--- src/rtl/tma_pkg.sv ---
// shared constants and types for the trimmed mean averager
package tma_pkg;

    localparam int SAMPLE_BITS_DEF = 12;
    localparam int IN_BITS         = 12;
    localparam int OUT_BITS        = 12;
    localparam int CNT_BITS        = 7;
    localparam int IN_TDATA_BITS   = 16;
    localparam int OUT_TDATA_BITS  = 16;
    localparam int CFG_DATA_BITS   = 8;

    localparam logic [CNT_BITS-1:0] BATCH_RESET = 7'd100;
    localparam logic [CNT_BITS-1:0] BATCH_MIN   = 7'd3;
    localparam logic [CNT_BITS-1:0] DIV_OFFSET  = 7'd2;

    typedef logic alu_op_t;
    localparam alu_op_t ALU_ADD = 1'b0;
    localparam alu_op_t ALU_SUB = 1'b1;

    typedef struct packed {
        logic                valid;
        logic [OUT_BITS-1:0] average;
    } res_t;

endpackage

--- src/rtl/tma_alu.sv ---
// shared add/subtract unit, top bit is carry or borrow
module tma_alu
    import tma_pkg::*;
#(
    parameter int WIDTH = SAMPLE_BITS_DEF + CNT_BITS
)
(
    input  alu_op_t          op,
    input  logic [WIDTH-1:0] a,
    input  logic [WIDTH-1:0] b,
    output logic [WIDTH:0]   y
);

    always_comb
    begin
        case (op)
            ALU_ADD: y = {1'b0, a} + {1'b0, b};
            ALU_SUB: y = {1'b0, a} - {1'b0, b};
            default: y = {1'b0, a} + {1'b0, b};
        endcase
    end

endmodule

--- src/rtl/tma_core.sv ---
// sequencer and batch registers driving the shared alu
module tma_core
    import tma_pkg::*;
#(
    parameter int SAMPLE_BITS = SAMPLE_BITS_DEF
)
(
    input  logic                   clk,
    input  logic                   rst_n,
    input  logic                   in_valid,
    output logic                   in_ready,
    input  logic [SAMPLE_BITS-1:0] sample,
    input  logic [CNT_BITS-1:0]    batch_size,
    input  logic                   res_ready,
    output res_t                   res
);

    localparam int SUM_W     = SAMPLE_BITS + CNT_BITS;
    localparam int DIV_CNT_W = $clog2(SUM_W + 1);

    localparam logic [2:0] S_IDLE     = 3'd0;
    localparam logic [2:0] S_ADD      = 3'd1;
    localparam logic [2:0] S_CMP_MAX  = 3'd2;
    localparam logic [2:0] S_CMP_MIN  = 3'd3;
    localparam logic [2:0] S_TRIM_MAX = 3'd4;
    localparam logic [2:0] S_TRIM_MIN = 3'd5;
    localparam logic [2:0] S_DIV      = 3'd6;
    localparam logic [2:0] S_DONE     = 3'd7;

    logic [2:0]             state_reg, state_next;
    logic [SAMPLE_BITS-1:0] sample_reg, sample_next;
    logic [SUM_W-1:0]       sum_reg, sum_next;
    logic [SAMPLE_BITS-1:0] max_reg, max_next;
    logic [SAMPLE_BITS-1:0] min_reg, min_next;
    logic [CNT_BITS-1:0]    count_reg, count_next;
    logic [CNT_BITS-1:0]    rem_reg, rem_next;
    logic [DIV_CNT_W-1:0]   div_cnt_reg, div_cnt_next;

    alu_op_t                alu_op;
    logic [SUM_W-1:0]       alu_a;
    logic [SUM_W-1:0]       alu_b;
    logic [SUM_W:0]         alu_y;
    logic                   alu_borrow;

    logic [CNT_BITS-1:0]    eff_batch;
    logic [CNT_BITS-1:0]    divisor;
    logic [CNT_BITS-1:0]    count_inc;
    logic                   batch_done;
    logic [CNT_BITS:0]      rem_shift;

    tma_alu #(
        .WIDTH (SUM_W)
    ) u_alu (
        .op (alu_op),
        .a  (alu_a),
        .b  (alu_b),
        .y  (alu_y)
    );

    assign alu_borrow = alu_y[SUM_W];
    assign eff_batch  = (batch_size < BATCH_MIN) ? BATCH_MIN : batch_size;
    assign divisor    = eff_batch - DIV_OFFSET;
    assign count_inc  = count_reg + CNT_BITS'(1);
    assign batch_done = (count_inc >= eff_batch) || (count_inc == '0);
    assign rem_shift  = {rem_reg, sum_reg[SUM_W-1]};

    assign in_ready    = (state_reg == S_IDLE);
    assign res.valid   = (state_reg == S_DONE);
    assign res.average = sum_reg[OUT_BITS-1:0];

    // operand select for the shared unit
    always_comb
    begin
        alu_op = ALU_ADD;
        alu_a  = sum_reg;
        alu_b  = SUM_W'(sample_reg);
        case (state_reg)
            S_CMP_MAX:
            begin
                alu_op = ALU_SUB;
                alu_a  = SUM_W'(max_reg);
                alu_b  = SUM_W'(sample_reg);
            end
            S_CMP_MIN:
            begin
                alu_op = ALU_SUB;
                alu_a  = SUM_W'(sample_reg);
                alu_b  = SUM_W'(min_reg);
            end
            S_TRIM_MAX:
            begin
                alu_op = ALU_SUB;
                alu_b  = SUM_W'(max_reg);
            end
            S_TRIM_MIN:
            begin
                alu_op = ALU_SUB;
                alu_b  = SUM_W'(min_reg);
            end
            S_DIV:
            begin
                alu_op = ALU_SUB;
                alu_a  = SUM_W'(rem_shift);
                alu_b  = SUM_W'(divisor);
            end
            default:
            begin
                alu_op = ALU_ADD;
            end
        endcase
    end

    always_comb
    begin
        state_next   = state_reg;
        sample_next  = sample_reg;
        sum_next     = sum_reg;
        max_next     = max_reg;
        min_next     = min_reg;
        count_next   = count_reg;
        rem_next     = rem_reg;
        div_cnt_next = div_cnt_reg;
        case (state_reg)
            S_IDLE:
            begin
                if (in_valid)
                begin
                    sample_next = sample;
                    state_next  = S_ADD;
                end
            end
            S_ADD:
            begin
                sum_next = alu_y[SUM_W-1:0];
                // first sample of a batch seeds both extremes
                if (count_reg == '0)
                begin
                    max_next = sample_reg;
                    min_next = sample_reg;
                end
                state_next = S_CMP_MAX;
            end
            S_CMP_MAX:
            begin
                if (alu_borrow)
                begin
                    max_next = sample_reg;
                end
                state_next = S_CMP_MIN;
            end
            S_CMP_MIN:
            begin
                if (alu_borrow)
                begin
                    min_next = sample_reg;
                end
                count_next = count_inc;
                state_next = batch_done ? S_TRIM_MAX : S_IDLE;
            end
            S_TRIM_MAX:
            begin
                sum_next   = alu_y[SUM_W-1:0];
                state_next = S_TRIM_MIN;
            end
            S_TRIM_MIN:
            begin
                sum_next     = alu_y[SUM_W-1:0];
                rem_next     = '0;
                div_cnt_next = DIV_CNT_W'(SUM_W);
                state_next   = S_DIV;
            end
            S_DIV:
            begin
                // restoring division, quotient shifts into the sum register
                sum_next     = {sum_reg[SUM_W-2:0], ~alu_borrow};
                rem_next     = alu_borrow ? rem_shift[CNT_BITS-1:0] : alu_y[CNT_BITS-1:0];
                div_cnt_next = div_cnt_reg - DIV_CNT_W'(1);
                if (div_cnt_reg == DIV_CNT_W'(1))
                begin
                    state_next = S_DONE;
                end
            end
            S_DONE:
            begin
                if (res_ready)
                begin
                    sum_next   = '0;
                    max_next   = '0;
                    min_next   = '0;
                    count_next = '0;
                    state_next = S_IDLE;
                end
            end
            default:
            begin
                state_next = S_IDLE;
            end
        endcase
    end

    always_ff @(posedge clk or negedge rst_n)
    begin
        if (!rst_n)
        begin
            state_reg   <= S_IDLE;
            sum_reg     <= '0;
            max_reg     <= '0;
            min_reg     <= '0;
            count_reg   <= '0;
            div_cnt_reg <= '0;
        end
        else
        begin
            state_reg   <= state_next;
            sum_reg     <= sum_next;
            max_reg     <= max_next;
            min_reg     <= min_next;
            count_reg   <= count_next;
            div_cnt_reg <= div_cnt_next;
        end
    end

    always_ff @(posedge clk)
    begin
        sample_reg <= sample_next;
        rem_reg    <= rem_next;
    end

endmodule

--- src/rtl/trimmed_mean_averager.sv ---
// top level of the trimmed mean averager: stream ports, batch size register, output register
//
//  channel   | signals                          | content
//  ----------+----------------------------------+------------------------------
//  input     | s_tvalid s_tready s_tdata[15:0]  | sample in [11:0]
//  output    | m_tvalid m_tready m_tdata[15:0]  | average in [11:0]
//  config    | cfg_valid cfg_ready cfg_data[7:0]| batch_size in [6:0]
//
//  a sample that does not close its batch passes the add and the two compare states of the shared alu
//  a sample that closes the batch then trims the max and the min and runs the
//  one-bit-per-cycle restoring division in the same alu
//  the result sits in an output register; the next sample is taken while it waits
//  a new result stalls in the core until the output register is free
//  rst_n clears the batch state and loads batch_size with 100
module trimmed_mean_averager
    import tma_pkg::*;
#(
    parameter int SAMPLE_BITS = SAMPLE_BITS_DEF
)
(
    input  logic                      clk,
    input  logic                      rst_n,
    input  logic                      s_tvalid,
    output logic                      s_tready,
    input  logic [IN_TDATA_BITS-1:0]  s_tdata,   // [11:0] sample
    output logic                      m_tvalid,
    input  logic                      m_tready,
    output logic [OUT_TDATA_BITS-1:0] m_tdata,   // [11:0] average
    input  logic                      cfg_valid,
    output logic                      cfg_ready,
    input  logic [CFG_DATA_BITS-1:0]  cfg_data   // [6:0] batch_size
);

    logic [CNT_BITS-1:0]            batch_reg;
    logic [SAMPLE_BITS+IN_BITS-1:0] sample_ext;
    logic [SAMPLE_BITS-1:0]         sample_val;
    logic                           res_ready;
    res_t                           res;
    logic                           m_tvalid_reg;
    logic [OUT_BITS-1:0]            m_tdata_reg;

    assign sample_ext = {{SAMPLE_BITS{1'b0}}, s_tdata[IN_BITS-1:0]};
    assign sample_val = sample_ext[SAMPLE_BITS-1:0];

    assign cfg_ready = 1'b1;
    assign res_ready = !m_tvalid_reg || m_tready;
    assign m_tvalid  = m_tvalid_reg;
    assign m_tdata   = OUT_TDATA_BITS'(m_tdata_reg);

    tma_core #(
        .SAMPLE_BITS (SAMPLE_BITS)
    ) u_core (
        .clk        (clk),
        .rst_n      (rst_n),
        .in_valid   (s_tvalid),
        .in_ready   (s_tready),
        .sample     (sample_val),
        .batch_size (batch_reg),
        .res_ready  (res_ready),
        .res        (res)
    );

    always_ff @(posedge clk or negedge rst_n)
    begin
        if (!rst_n)
        begin
            batch_reg <= BATCH_RESET;
        end
        else if (cfg_valid && cfg_ready)
        begin
            batch_reg <= cfg_data[CNT_BITS-1:0];
        end
    end

    // output register, refilled in the same cycle it drains
    always_ff @(posedge clk or negedge rst_n)
    begin
        if (!rst_n)
        begin
            m_tvalid_reg <= 1'b0;
        end
        else if (res.valid && res_ready)
        begin
            m_tvalid_reg <= 1'b1;
        end
        else if (m_tready)
        begin
            m_tvalid_reg <= 1'b0;
        end
    end

    always_ff @(posedge clk)
    begin
        if (res.valid && res_ready)
        begin
            m_tdata_reg <= res.average;
        end
    end

endmodule

--- config.mk ---
export PLATFORM = sky130hd
export DESIGN_NAME = trimmed_mean_averager
export DESIGN_NICKNAME = d
export VERILOG_FILES = /design/src/rtl/tma_pkg.sv /design/src/rtl/tma_alu.sv /design/src/rtl/tma_core.sv /design/src/rtl/trimmed_mean_averager.sv
export SDC_FILE = /design/constraint.sdc
export NUM_CORES = 1
export LEC_CHECK = 0
export CORE_ASPECT_RATIO = 0.5
export CORE_MARGIN = 10
export CORE_UTILIZATION = 50
export DETAILED_ROUTE_END_ITERATION = 16
export DONT_BUFFER_PORTS = 1
export PLACE_DENSITY_LB_ADDON = 0.15
export SETUP_SLACK_MARGIN = 0.05
export SYNTH_ARGS = -nofsm -noshare
export SYNTH_HDL_FRONTEND = slang
export SYNTH_SLANG_ARGS = --single-unit
export TNS_END_PERCENT = 5
--- constraint.sdc ---
create_clock -name clk -period 4.31 [get_ports clk]
set_input_delay 0.6465 -clock clk [delete_from_list [all_inputs] [get_ports clk]]
set_output_delay 0.6465 -clock clk [all_outputs]
set_load 0.01 [all_outputs]
# [Word-level counts from Yosys, hierarchy flattened]
# Cells that the tools add are included.
# Widths: inputs -> output; s select.
[classes] n_addsub=5 n_lt_le_gt_ge=2 eq_ne=14 mux=24 bitwise=2 reduce_logical=22
[op_table] op="$pmux 19 s3" n=2
[op_table] op="$pmux 12 s3" n=3
[op_table] op="$pmux 20 s2" n=1
[op_table] op="$mux 12" n=3
[op_table] op="$pmux 7 s2" n=2
[op_table] op="$pmux 3 s8" n=1
[op_table] op="$mux 7" n=3
[op_table] op="$add 19x19->20" n=1
[op_table] op="$sub 19x19->20" n=1
[op_table] op="$mux 19" n=1
[op_table] op="$logic_not 7->1" n=2
[op_table] op="$eq 3x3->1 const B" n=4
[op_table] op="$mux 3" n=4
[op_table] op="$pmux 5 s2" n=1
[op_table] op="$reduce_bool 3->1" n=3
[op_table] op="$ne 2x1->1 const B" n=4
[op_table] op="$reduce_and 4->1" n=2
[op_table] op="$add 7x1->7 const B" n=1
[op_table] op="$ge 7x7->1" n=1
[op_table] op="$lt 7x2->1 const B" n=1
[op_table] op="$sub 7x2->7 const B" n=1
[op_table] op="$eq 3x2->1 const B" n=2
[op_table] op="$reduce_and 2->1" n=3
[op_table] op="$reduce_bool 2->1" n=3
[op_table] op="other kinds (14)" n=19
[word_totals] reg_bits=97 inputBits=29 output_inout_bits=19 wordCells=80

# [Depth between registers and ports, before layout]
# Gate-level depths: netlist of run 1.
[logic_depth] word_depth=8 depth_mapped=24 depth_no_buf=19

# [Hierarchy]
# Synthesis of run 1 repeated with hierarchy kept, for this count alone.
[hier_totals] hier_cells=645 hier_area_um2=6611.3
[by_module_without_submodules] module="tma_core" n_inst=1 cells_each=410 area_each_um2=4489.3
[by_module_without_submodules] module="tma_alu" n_inst=1 cells_each=197 area_each_um2=1377.6
[by_module_without_submodules] module="trimmed_mean_averager" n_inst=1 cells_each=38 area_each_um2=744.5

# [Least setup slack after synthesis of run 1]
# OpenSTA, ideal clock, no wires.
[synth_path] kind="register -> register" startpoint="register batch_reg[3]" endpoint="register u_core.max_reg[10]" arrival_ns=4.107 path_slack_ns=0.124 stages_incl_launch_ff=19 path_buffers=2 period_less_slack_ns=4.186 cell_sequence="dfrtp_1 > nor4_2 > mux2i_1 > o22ai_1 > a211o_1 > nor4_4 > and2_1 > a31oi_1 > xor2_1 > ha_1 > bufbuf_16 > and4_4 > and2_4 > a211oi_4 > o221ai_2 > a21bo_2 > a21oi_4 > buf_12 > mux2i_1"
[synth_between] elab_chain_len=8 word_cells_on_any_way=9 cone_classes="add/sub (3); order compare (1); eq/ne (1); mux (3); reduce/logical (1)"
[synth_rtl] item="start, declared" line="trimmed_mean_averager.sv:34" text="logic [CNT_BITS-1:0] batch_reg;"
[synth_rtl] item="start signal, assigned" line="trimmed_mean_averager.sv:71" text="batch_reg <= cfg_data[CNT_BITS-1:0];"
[synth_rtl] item="$lt 7x2->1" line="tma_core.sv:61" text="assign eff_batch = (batch_size < BATCH_MIN) ? BATCH_MIN : batch_size;"
[synth_rtl] item="$mux 7 *" line="tma_core.sv:61"
[synth_rtl] item="$sub 7x2->7 *" line="tma_core.sv:62" text="assign divisor = eff_batch - DIV_OFFSET;"
[synth_rtl] item="$pmux 12 s3 *" line="tma_core.sv:77" text="case (state_reg)"
[synth_rtl] item="$sub 19x19->20 / $add 19x19->20 (equally long branches)"
[synth_rtl] item="$pmux 20 s2 *" line="tma_alu.sv:16" text="case (op)"
[synth_rtl] item="$ne 2x1->1 (no source line) *"
[synth_rtl] item="$reduce_and 4->1 (no source line) *"
[synth_rtl] item="end signal, assigned" line="tma_core.sv:216" text="max_reg <= max_next;"
[synth_rtl] item="end, declared" line="tma_core.sv:33" text="logic [SAMPLE_BITS-1:0] max_reg, max_next;"
# Mark *: on every way between the ends. The rest lies on a longest branch, timed or not.
# A chain may end at the register's enable or synchronous reset.

# [Worst setup path in the final report of run 1]
[layout_path] startpoint="register batch_reg[3]" endpoint="register u_core.max_reg[4]"
# Same word-level chain as after synthesis.

==> metrics.yaml, run 1 <==
critical_path:
  path_class: "register to register"
  critPathMaxFanout: 8
  r2r-start: "batch_reg[3]"
  required_ps: 4580
  critPathLaunchType: "register"
  crit_end: "u_core.max_reg[4]"
  timing.rr.end: "u_core.max_reg[4]"
  arrival_ps: 4680
  endpoint_kind: "register"
  crit_start: "batch_reg[3]"
  r2r_cells: 19
  r2r_slack_ps: -100
clock_tree:
  cts_sinks: 97
  clockBufferDepth: 2
  cts_root_buffer: "clkbuf_16"
  clkTransAtPathRegs_ps: 70
  insertion_delay_ps: 350
  cts_made_buffers: 9
  h-tree-depth: 3
  cts_tree: "built"
global_route:
  grt_pass1_wl_um: 28880
  overflow: 0
  first_global_vias: 5244
  antenna_found_initial: 0
  grt_max_degree: 64
  grt_usage: 0.1948
layout:
  drive_gt1_frac: 0.2144
  area_delta_synth_final_pct: 16.64
  postLayoutCellArea_um2: 7789
  n_antenna_cell: 0
  final_cell_mix: "nand2_1 (104), buf_4 (86), dfrtp_1 (62)"
  layout.nets: 848
  largest_reg_flops: 19
  final_common_cell: "nand2_1"
  post-route-util: 0.6047
synthesis:
  synth_edf_count: 31
  yosysUniqueCellTypes: 82
  ys_warn_count: 0
  syn_avg_cell_area_um2: 9.236
  mappedNetlistArea_um2: 6678
  ys_seq_elements: 97
  ys.flop_type: "dfrtp_1"
  synth_cells: 723
  ys_seq_area_frac: 0.3873
  async_flop_share: 0.6804
floorplan:
  pin_count: 48
  fp.dieArea_um2: 18660
  die_w_um: 183.4
  die_h_um: 101.7
  num_rows: 29
  initial_core_util: 0.5184
  coreArea_um2: 12880
route:
  ant_nets: 0
  routed_wl_um: 18000
  avgViaCountPerCell: 5.872
  drtIter0Drc: 586
  vias: 5655
  drcViolationCount: 0
  first_pass_iters: 5
  wire_per_inst_um: 18.69
worst_hold_path:
  hold_path.class: "input port to async pin"
timing:
  final-max-slew-violation-count: 0
  min_period_over_period: 1.023
  worst_slew_pin_slew_ps: 754.9
  setup_ws_ps: -101.0
  final-setup-viol-count: 13
  rsz0062_at_grt: "true"
  slew_headroom: 0.4967
  hold_viol_final: 0
  max_freq_mhz: 226.7
  clock_skew_ps: 10.33
  period_needed_ps: 4411
placed_design:
  dp_hpwl_um: 13380
  place_ws_ps: -120.3
  dpl_cell_area_um2: 7247
  port-buffer-count: 0
  place.gp.congestion: 0.9133
job:
  drv_cap: 0
outcome:
  violations: "negative setup slack"
  status: "finished with violations"
-- final cells by class --
class / count / area (um2)
Clock buffer: 9 / 225.2
Clock inverter: 7 / 75.07
Fill cell: 1089 / 5092
Inverter: 33 / 123.9
Multi-Input combinational cell: 553 / 3795
Sequential cell: 97 / 2587
Tap cell: 170 / 212.7
Timing Repair Buffer: 94 / 769.5
-- stage by stage --
stage	setup TNS, ps	hold slack [ps]	instances
after floorplan	0	350.9	726
after global placement	-496.1	354.0	937
after detailed placement	-1101	354.0	937
after CTS	-238.1	119.2	961
after global routing	-6679	111.0	963
final	-782.3	130.5	963
-- per-layer routing --
layer  up-vias  track usage  wire [um]
met2       183       0.2888       7730
met1      2727       0.2810       8898
li1       2734            -          -
met3        11      0.04787       1286
met4         0      0.03942         80
met5         -            0          0
-- critical path: stages (launching register included) --
cell and delay, ps:
dfrtp_1 400, buf_6 120, nor4_4 290, mux2i_1 300
o22ai_1 140, a211o_1 310, nor4_4 230, and2_4 220
a31oi_4 80, xor2_1 170, ha_1 330, and3_4 180
and4_4 190, and2_4 160, a211oi_4 190, o221ai_2 170
a21bo_2 280, a21oi_4 190, buf_12 170, mux2i_2 200
-- cell usage after synthesis (all sizes together) (9+ instances only) --
master	number	share of area
ha	30	0.056
a22o	16	0.021
dfrtp	63	0.24
o21ai	59	0.046
xnor2	19	0.025
clkbuf	19	0.015
mux2i	29	0.043
buf	23	0.027
nor3	12	0.0090
a21oi	42	0.034
a22oi	13	0.015
a221oi	11	0.014
nor2	47	0.026
edfxtp	31	0.14
nand2b	11	0.011
and2	16	0.015
inv	33	0.019
nand2	105	0.059
xor2	11	0.014
nor2b	11	0.011
nand3	9	0.0067
-- kinds of logic after synthesis --
group	synth area share
buffers and inverters	0.06520
and+or+nand+nor	0.1709
xor gates and xnor gates	0.03935
other	0.001125
muxes	0.05584
DFF	0.3873
adders and majority gates	0.05921
AOI/OAI and AO/OA	0.2211
-- timing repair --
| item | in CTS | in global routing |
|---|---|---|
| gates cloned | 0 | 0 |
| hold buffers | 1 | 0 |
| pin swaps | 15 | 7 |
| resized for setup | 20 | 15 |
| endpoints found under the hold margin | 63 | 0 |
| endpoints found under the setup margin | 34 | 42 |
| setup buffers | 8 | 2 |
-- worst min-delay path by stage --
stage               slack (ps)             endpoint  cells past startpoint
global placement           350  u_core.count_reg[4]                      0
global route               110         batch_reg[2]                      0
floorplan                  350         batch_reg[0]                      0
detailed placement         350  u_core.count_reg[5]                      0
finish                     130         batch_reg[2]                      0
CTS                        120         batch_reg[2]                      0
Power of run 1 is not shown: default switching activity piles up to over one toggle a cycle in this logic, so the estimate is an artifact.
==> run 2: changes to the inputs <==
Settings changed: MAX_ROUTING_LAYER set to met4.
==> metrics.yaml, run 2 (synthesized netlist as in run 1, its figures left out) <==
global_route:
  first_global_vias: 5358  # +2.2%
  grt_pass1_wl_um: 29100  # +0.79%
  antenna_found_initial: 0  # unchanged
  overflow: 0  # unchanged
  grt_max_degree: 64  # unchanged
  grt_usage: 0.2019  # +0.007006
critical_path:
  cp_top_family: "compound AO/OA/AOI/OAI gates"
  critPathLaunchType: "register"
  crit_slowest_cell: "dfrtp_2"
  required_ps: 4570  # about the same
  arrival_ps: 4720  # +40 ps
  path_class: "register to register"
  worstPathCellList: "buf_6 -> mux2_2 -> a22oi_1 -> o211ai_1 -> nor4_4 -> nand2_2 -> o21ai_1 -> xnor2_1 -> ha_1 -> buf_4 -> a21o_2 -> nand3_1 -> a21oi_2 -> a211oi_4 -> o221ai_2 -> a21bo_2 -> a21oi_4 -> buf_12 -> mux2i_1"
  critPathMaxFanout: 12  # +4
  slowest_delay_ps: 470  # +70 ps
  endpoint_kind: "register"
  crit_buf_inv: 3  # +1
layout:
  n_antenna_cell: 0  # unchanged
  final_cell_mix: "nand2_1 (103), buf_4 (87), dfrtp_1 (61)"
  largest_reg_flops: 19  # unchanged
  area_delta_synth_final_pct: 17.43
  postLayoutCellArea_um2: 7841  # +0.67%
  final_common_cell: "nand2_1"
  layout.nets: 849  # +0.12%
  drive_gt1_frac: 0.2191  # +0.004768
clock_tree:
  cts_root_buffer: "clkbuf_16"
  clockBufferDepth: 2  # unchanged
  h-tree-depth: 3  # unchanged
  cts_tree: "built"
  cts_made_buffers: 9  # unchanged
  clkTransAtPathRegs_ps: 80  # about the same
  cts_sinks: 97  # unchanged
  insertion_delay_ps: 360  # about the same
timing:
  hold_viol_final: 0  # unchanged
  setup_ws_ps: -142.9  # -41.81 ps
  final-setup-viol-count: 18  # +5
  clock_skew_ps: 12.85  # +2.520 ps
  min_period_over_period: 1.033  # +0.009700
  final-max-slew-violation-count: 0  # unchanged
  rsz0062_at_grt: "true"
  slew_headroom: 0.4660  # -0.03067
  max_freq_mhz: 224.6  # -0.94%
  period_needed_ps: 4453  # +41.81 ps
  setup_tns_ps: -1295  # -512.8 ps
  worst_slew_pin_slew_ps: 800.9  # +46.00 ps
route:
  drcViolationCount: 0  # unchanged
  vias: 5738  # +1.5%
  first_pass_iters: 5  # unchanged
  routed_wl_um: 18420  # +2.3%
  avgViaCountPerCell: 5.952  # +1.4%
  wire_per_inst_um: 19.10  # +2.2%
  drtIter0Drc: 574  # -2.0%
  ant_nets: 0  # unchanged
floorplan:
  die_h_um: 101.7  # unchanged
  die_w_um: 183.4  # unchanged
  num_rows: 29  # unchanged
  coreArea_um2: 12880  # unchanged
  fp.dieArea_um2: 18660  # unchanged
  pin_count: 48  # unchanged
  initial_core_util: 0.5184  # unchanged
placed_design:
  dp_hpwl_um: 13430  # +0.35%
  place.gp.congestion: 0.9358  # +2.5%
  port-buffer-count: 0  # unchanged
  dpl_cell_area_um2: 7257  # +0.14%
outcome:
  violations: "negative setup slack"
  status: "finished with violations"
job:
  drv_cap: 0  # unchanged
worst_hold_path:
  hold_path.class: "input port to async pin"
[run 2: changes by cell type in the layout (fill, tap and decap cells not counted), sizes merged]
cell	change
buf	+1
[run 2: timing repair]
action	in CTS	in global routing
hold buffers	1	0
pin swaps	17	11
buffers inserted	9	4
gates resized for setup	19	19
hold endpoints to repair	63	0
cloned	0	0
endpoints found under the setup margin	34	43
[run 2: worst register-to-register path, cell delays in order (launching register included)]
cell and delay [ps]:
dfrtp_2 470, buf_6 190, mux2_2 350, a22oi_1 170, o211ai_1 250, nor4_4 340
nand2_2 150, o21ai_1 210, xnor2_1 140, ha_1 260, buf_4 170, a21o_2 210
nand3_1 100, a21oi_2 80, a211oi_4 250, o221ai_2 180, a21bo_2 280, a21oi_4 170
buf_12 160, mux2i_1 220
[run 2: area by class of cell]
class	instances	area [um2]
Fill cell	1083	5040
Clock buffer	9	225.2
Inverter	33	123.9
Clock inverter	7	83.83
Timing Repair Buffer	95	794.5
Tap cell	170	212.7
Sequential cell	97	2589
Multi-Input combinational cell	553	3812
[run 2: final timing paths]
path                                      from            endpoint  slack (ps)  cells past startpoint
setup / recovery           u_core.state_reg[2]   u_core.max_reg[8]        -140                     19
hold / removal                           rst_n        batch_reg[6]         120                      0
setup reg to reg           u_core.state_reg[2]   u_core.max_reg[8]        -140                     19
hold reg to reg             u_core.sum_reg[10]     m_tdata_reg[10]         520                      0
max in group asynchronous                rst_n  u_core.sum_reg[13]        3850                      1
min in group clk                     cfg_valid        batch_reg[2]         350                      1
[run 2: routing by layer]
metal / global-route usage / share of wire / vias up
met1: 0.2891 / 0.51 / 2789
met4: 0.03567 / 0.0069 / 0
met3: 0.03608 / 0.060 / 14
met5: - / 0 / -
li1: - / - / 2742
met2: 0.2919 / 0.43 / 193
[run 2: metrics by stage]
step	hold WS (ps)	std cells	setup WS (ps)	utilization
finish	121.9	964	-142.9	0.6087
detailed placement	353.9	935	-158.6	0.5634
CTS	114.3	960	-41.95	0.6006
global placement	353.8	935	-47.85	0.5634
global route	108.8	964	-283.7	0.6087
floorplan	350.9	726	123.8	-
Power of run 2 is left out for the same reason.
